[src/hdl/chg_pkg.sv]
// shared constants, types and state codes for the gift-wrapping hull block
`timescale 1ns / 1ps

package chg_pkg;

    localparam int MAX_POINTS = 64;
    localparam int COORD_BITS = 16;
    localparam int SMALL_SET  = 3;

    localparam int IDX_W  = $clog2(MAX_POINTS);
    localparam int CNT_W  = IDX_W + 1;
    localparam int DIFF_W = COORD_BITS + 1;
    localparam int PROD_W = 2 * DIFF_W;
    localparam int WIDE_W = PROD_W + 1;

    typedef logic signed [COORD_BITS-1:0] t_coord;
    typedef logic signed [DIFF_W-1:0]     t_diff;
    typedef logic signed [PROD_W-1:0]     t_prod;
    typedef logic signed [WIDE_W-1:0]     t_wide;
    typedef logic [IDX_W-1:0]             t_idx;
    typedef logic [CNT_W-1:0]             t_cnt;

    typedef struct packed {
        t_coord px;
        t_coord py;
        logic   set_end;
    } t_in_item;

    typedef struct packed {
        t_coord hx;
        t_coord hy;
        logic   hull_end;
        logic   overflow;
    } t_out_item;

    // controls for the compare datapath
    typedef struct packed {
        logic diff_en;
        logic mul_en;
        logic cmp_en;
        logic first;
    } t_cmp_ctl;

    typedef enum logic [3:0] {
        S_LOAD,
        S_START,
        S_LEFT,
        S_PUSH,
        S_RD,
        S_DIFF,
        S_MUL,
        S_CMP,
        S_STEP,
        S_E_ORD,
        S_E_PT,
        S_E_OUT,
        S_E_WAIT
    } t_state;

endpackage

[src/hdl/chg_cmp.sv]
// candidate compare datapath: differences, products, cross and distance test
`timescale 1ns / 1ps

module chg_cmp (
    input  logic              i_clk,
    input  chg_pkg::t_cmp_ctl i_ctl,
    input  chg_pkg::t_coord   i_px,
    input  chg_pkg::t_coord   i_py,
    input  chg_pkg::t_coord   i_cx,
    input  chg_pkg::t_coord   i_cy,
    output logic              o_take,
    output chg_pkg::t_diff    o_bx,
    output chg_pkg::t_diff    o_by
);
    import chg_pkg::*;

    t_diff r_dx, r_dy;
    t_diff r_bx, r_by;
    t_prod r_p1, r_p2, r_q1, r_q2;
    t_wide r_nd;
    t_wide s_cp, s_dist;

    // point minus current vertex
    always_ff @(posedge i_clk) begin
        if (i_ctl.diff_en) begin
            r_dx <= t_diff'(i_px) - t_diff'(i_cx);
            r_dy <= t_diff'(i_py) - t_diff'(i_cy);
        end
    end

    // cross product terms and squared distance terms
    always_ff @(posedge i_clk) begin
        if (i_ctl.mul_en) begin
            r_p1 <= r_bx * r_dy;
            r_p2 <= r_by * r_dx;
            r_q1 <= r_dx * r_dx;
            r_q2 <= r_dy * r_dy;
        end
    end

    // turn test, collinear ties go to the farther point
    always_comb begin
        s_cp   = t_wide'(r_p1) - t_wide'(r_p2);
        s_dist = t_wide'(r_q1) + t_wide'(r_q2);
        o_take = i_ctl.first || (s_cp > 0) || ((s_cp == 0) && (s_dist > r_nd));
    end

    // candidate offset and its distance
    always_ff @(posedge i_clk) begin
        if (i_ctl.cmp_en && o_take) begin
            r_bx <= r_dx;
            r_by <= r_dy;
            r_nd <= s_dist;
        end
    end

    assign o_bx = r_bx;
    assign o_by = r_by;

endmodule

[config.mk]
export PLATFORM = sky130hd
export DESIGN_NAME = chg_cmp
export DESIGN_NICKNAME = d
export VERILOG_FILES = /design/src/hdl/chg_pkg.sv /design/src/hdl/chg_cmp.sv
export SDC_FILE = /design/constraint.sdc
export NUM_CORES = 2
export LEC_CHECK = 0
export BUFFER_PORTS_ARGS = -buffer_cell sky130_fd_sc_hd__buf_2
export CORE_ASPECT_RATIO = 0.7
export CORE_MARGIN = 2
export CORE_UTILIZATION = 30
export DETAILED_ROUTE_END_ITERATION = 10
export HOLD_SLACK_MARGIN = 0.1
export SLEW_MARGIN = 20
export SYNTH_ARGS = -nofsm -noshare
export SYNTH_HDL_FRONTEND = slang
export SYNTH_SLANG_ARGS = --single-unit
[constraint.sdc]
create_clock -name i_clk -period 9.6 [get_ports i_clk]
set_input_delay 0.48 -clock i_clk [delete_from_list [all_inputs] [get_ports i_clk]]
set_output_delay 0.48 -clock i_clk [all_outputs]
set_load 0.02 [all_outputs]
**After elaboration in Yosys (flattened, before gate mapping)**

Index checks and enable logic that the tools add are counted.

- Flip-flop bits (word level): 239
- Input bits: 69
- Output and inout port bits: 35

- $add $sub $neg: 4
- Multiply operators: 4
- $lt $le $gt $ge: 2
- Reductions and logical operators: 5

Operators with widths:

| kind | number |
|---|---|
| multiplier 17 x 17 -> 34 bit | 4 |
| adder 34 x 34 -> 35 bit | 1 |
| > comparator 35 x 1 -> 1 bit, second input constant | 1 |
| > comparator 35 bit | 1 |
| logical NOT 35 bit | 1 |
| subtractor 34 x 34 -> 35 bit | 1 |
| subtractor 16 x 16 -> 17 bit | 2 |
| logical AND 1 bit | 2 |
| logical OR 1 bit | 2 |

**Depth between registers and ports, before layout**

- Depth after elaboration: 5
- Mapped depth: 26
- Depth with buffers taken out: 25

**Worst setup path before layout**

Ideal clock, no wire load.

- Path kind: register to register
- Start: register r_dy[5]
- End: register r_q2[30] (data pin)
- Data arrival time: 6540 ps
- Data required time: 9463 ps
- Slack: 2923 ps
- Cell stages (with the launch flop): 25
- Path buffers: 2
- Clock period less this slack: 6677 ps
- Cell sequence: edfxtp_1 -> clkbuf_1 -> buf_1 -> nand2_1 -> fa_1 -> inv_1 -> fa_1 -> inv_1 -> fa_1 -> inv_1 -> fa_1 -> fa_1 -> inv_1 -> fa_1 -> inv_1 -> ha_1 -> a2111oi_0 -> nand2b_1 -> o211ai_1 -> a21oi_1 -> o2bb2ai_1 -> o31a_1 -> a211o_1 -> or4_1 -> nand4_1

- Cells in the longest elaborated chain, start to end: 1

Ends and longest elaborated chain:

| element | line | RTL |
|---|---|---|
| start, declared | chg_cmp.sv:17 | `t_diff r_dx, r_dy;` |
| start signal, assigned | chg_cmp.sv:27 | `r_dy <= t_diff'(i_py) - t_diff'(i_cy);` |
| multiplier 17 x 17 -> 34 bit | chg_cmp.sv:37 | `r_q2 <= r_dy * r_dy;` |
| end signal, assigned | chg_cmp.sv:37 |  |
| end, declared | chg_cmp.sv:19 | `t_prod r_p1, r_p2, r_q1, r_q2;` |

Every way passes these cells.
A chain may end at the register's enable or synchronous reset.

**Final worst setup path**

- Start: register r_q2[3]
- End: output o_take

- Cells in the longest elaborated chain, start to end: 4

Ends and longest elaborated chain:

| element | line | RTL |
|---|---|---|
| adder 34 x 34 -> 35 bit | chg_cmp.sv:44 | `s_dist = t_wide'(r_q1) + t_wide'(r_q2);` |
| net s_dist[32] | chg_cmp.sv:21 | `t_wide s_cp, s_dist;` |
| > comparator 35 bit | chg_cmp.sv:45 | `o_take = i_ctl.first \|\| (s_cp > 0) \|\| ((s_cp == 0) && (s_dist > r_nd));` |
| logical AND 1 bit | chg_cmp.sv:45 |  |
| logical OR 1 bit | chg_cmp.sv:45 |  |
| end, declared | chg_cmp.sv:11 | `output logic o_take,` |

The timed path passes the listed nets, and every way through them passes these cells.

==> summary.txt <==
Synth
  • Post-synthesis sequential area ratio: 13.0%
  • Yosys cell types: 88
  • Average size of a mapped cell: 9.64 sq um
  • Top cell type's share of synthesized area: 41.2%
  • Ys flop type: edfxtp_1
  • Yosys top cell by area: fa_1
  • Top cells by area, synth: fa_1 (41%), edfxtp_1 (13%), ha_1 (11%), inv_1 (10%), and2_1 (4.5%)
  • Mapped Cells: 5679
  • Synth warnings: 0
  • Post-Syn Area: between 0.05 and 0.06 sq mm
  • Synthesized flop and latch total: approximately 240
  • Syn nets: 7366
  • Number of synthesized flops with an enable pin: 237
  • Asr flop ratio synth: 0%

Worst setup path
  • Worst setup EP type: output port
  • Slowest library cell on the worst path: o2111ai_1
  • Crit path cell chain: ha_1, a21oi_1, nor2b_1, o31ai_1, a211oi_1, nor2_1, o31a_1, o21ai_0, o211ai_1, o22ai_1, a211oi_1, ha_1, a21o_1, a2111oi_0, o21ai_0, a22o_1, a21oi_1, o2111ai_1, nor4_2, nand4_1, a32o_2, buf_2
  • Critical path origin: r_q2[3]
  • Arr. time, crit path: around 7.4 ns
  • CP Class: flip-flop to output port
  • Worst path bufs/invs: 1
  • Req. time, crit path: between 9 and 10 ns
  • Critical path fanouts, max: 4
  • Top delay family on crit path: compound AO/OA/AOI/OAI gates
  • Reg2reg start: r_q2[3]
  • Worst setup SP type: flip-flop
  • CP max stage delay: 0.54 ns

Global routing
  • Overall routing resource usage: 15.3%
  • Largest net degree at the start of global routing: 70
  • Initial antenna violation count: 3
  • First-pass GRT wire length: 227000 um
  • Grt total ovfl: 0
  • Vias in the first global route: 40.8k

CTS
  • Clock Root Buffer: clkbuf_16
  • Postcts setup bufs: 0
  • Reg clk slew, reported paths: 0.07 ns
  • Post-cts resize count: 0
  • CTS Buf Count: 29
  • Clock latency on the worst-skew pair: 0.64 ns
  • Clk buf depth: 3
  • Htree depth: 1
  • CTS tree: done
  • Num Clock Sinks: approximately 240
  • CTS Hold Buffers Added: 0

Die
  • DIE HEIGHT: 361 um
  • Placeable Area: 0.182 sq mm
  • IO Pins: ~100
  • Initial Utilization: 30.1%
  • Die W: 514 um
  • Die area: 0.186 sq mm
  • Site row count: 131

Placement
  • # port buffers: 103
  • Routability cong.: ~0.9
  • Worst slack, placed: 2.22 ns
  • DP HPWL: about 110000 um

Cells and area
  • Commonest non-fill, non-tap cell in the layout: inv_1
  • Layout cells sized above 1: 4.34%
  • Highest-count cells in the layout ignoring fill and taps: inv_1 (1464), fa_1 (1126), ha_1 (492)
  • Final Util: 32.5%
  • Synthesis-to-layout area growth: 7.81%
  • Layout net count: 7385

Detailed routing
  • 1st-iter DRT viols: around 2.4k
  • Total Wirelength: 139000 um
  • WL per Instance: 17.1 um
  • Total number of vias: 37.5k
  • DRC: 0
  • Vias per inst: around 4.6
  • TritonRoute pass-1 iters: 5
  • Routed Antenna Nets: 0

Timing
  • Clock skew: 0.0635 ns
  • Final setup TNS: 0 ns
  • Final slew viol count: 0
  • Final Hold Viols: 0
  • Final setup margin: 1.76 ns
  • Post-route clock period utilization: approximately four fifths
  • RSZ-0062 raised after global routing: false
  • Worst slew margin: between 20% and 30%
  • Fmax: about 130 MHz
  • Final setup vio count: 0
  • Least-Margin Pin Slew: around 1.2 ns
  • Tmin final: about 8 ns

Outcome
  • Status: finished, final reports clean

Hold path
  • Hold WC Path Type: input port to flip-flop
  • Worst hold start: i_cy[0]

Run
  • Max_cap viols: 0
## Yosys cell counts (4+ instances only)
library cell / count
nor2_1: 219
mux2i_1: 7
a41o_1: 4
fa_1: 1126
a2111oi_0: 9
inv_1: 1464
a211o_1: 7
o21a_1: 32
nand4_1: 27
a221oi_1: 4
o31ai_1: 15
nand3b_1: 4
ha_1: 492
o22ai_1: 6
o211ai_1: 18
or2_2: 8
o2111ai_1: 5
a21boi_0: 14
nor2b_1: 30
a31oi_1: 21
and4_1: 5
xor2_1: 41
a21o_1: 75
nor4_1: 4
o21bai_1: 17
xnor2_1: 183
nor3_1: 63
or4_1: 5
clkbuf_1: 154
buf_1: 4
a211oi_1: 22
nand2_1: 484
and2_1: 395
or3_1: 25
a21oi_1: 151
edfxtp_1: 237
nand3_1: 34
a31o_2: 13
and3_1: 27
o31a_1: 8
nand2b_1: 45
o21ai_0: 96
buf_2: 5
a41oi_1: 5
## sequential cells by signal, summed over array words and instances (netlist names), 33 cells and up
name	flops
r_p1	34
r_p2	34
r_q1	33
r_nd	35
r_q2	33
## layer usage
metal / GRT usage [%] / share of wire (%) / routed length [um] / vias to the layer above
met4: 2.37 / 1.7 / 2310 / 2
li1: - / - / - / 17400
met2: 24.8 / 46 / 63400 / 952
met5: 0 / 0.0072 / 10 / -
met3: 2.37 / 5.9 / 8250 / 113
met1: 21.8 / 47 / 64700 / 19100
## worst paths after layout
path	endpoint	slack, ns	cells after the start
setup / recovery	o_take	1.76	22
hold / removal	r_dy[0]	0.24	3
setup reg to reg	o_bx[12]	2.14	22
hold reg to reg	r_nd[1]	0.60	1
## layout make-up
cell class                 count  area [sq um]
timing repair buffer         156           920
fill                       18500        123000
clock buffer                  31           733
antenna                        2          5.00
inverter                    1467          5510
tap                         2394          3000
sequential                   237          7120
multi-input combinational   3807         41400
clock inverter                21           289
## metrics by stage
stage          cell area (sq um)  hold slack, ns  std cells
6_report                   59000           0.244       8115
5_1_grt                    59000           0.243       8114
4_1_cts                    59000           0.209       8113
3_5_place_dp               58000           0.579       8061
3_3_place_gp               58000           0.549       8061
2_1_floorplan              54700           0.448       5679
## cells by family after synthesis
kind of cell               share of synthesized area, %
AOI/OAI and AO/OA                                  7.01
xor gates and xnor gates                           3.59
adders and majority gates                          52.4
buffers and inverters                              11.3
DFF                                                13.0
muxes                                             0.155
and+or+nand+nor                                    12.5
## worst register-to-register path, cell delays in order, from the launching register on
cell and delay, ns:
edfxtp_1 0.39, ha_1 0.33, a21oi_1 0.25, nor2b_1 0.10, o31ai_1 0.49, a211oi_1 0.30, nor2_1 0.27, o31a_1 0.25
o21ai_0 0.19, o211ai_1 0.28, o22ai_1 0.15, a211oi_1 0.32, ha_1 0.32, a21o_1 0.16, a2111oi_0 0.49, o21ai_0 0.19
a22o_1 0.28, a21oi_1 0.21, o2111ai_1 0.54, nor4_2 0.51, nand4_1 0.22, a22o_4 0.35, buf_4 0.42
Power is left out: the tool's default activity adds up to more than one toggle a clock period on the data nets, which glitch-free logic cannot reach.
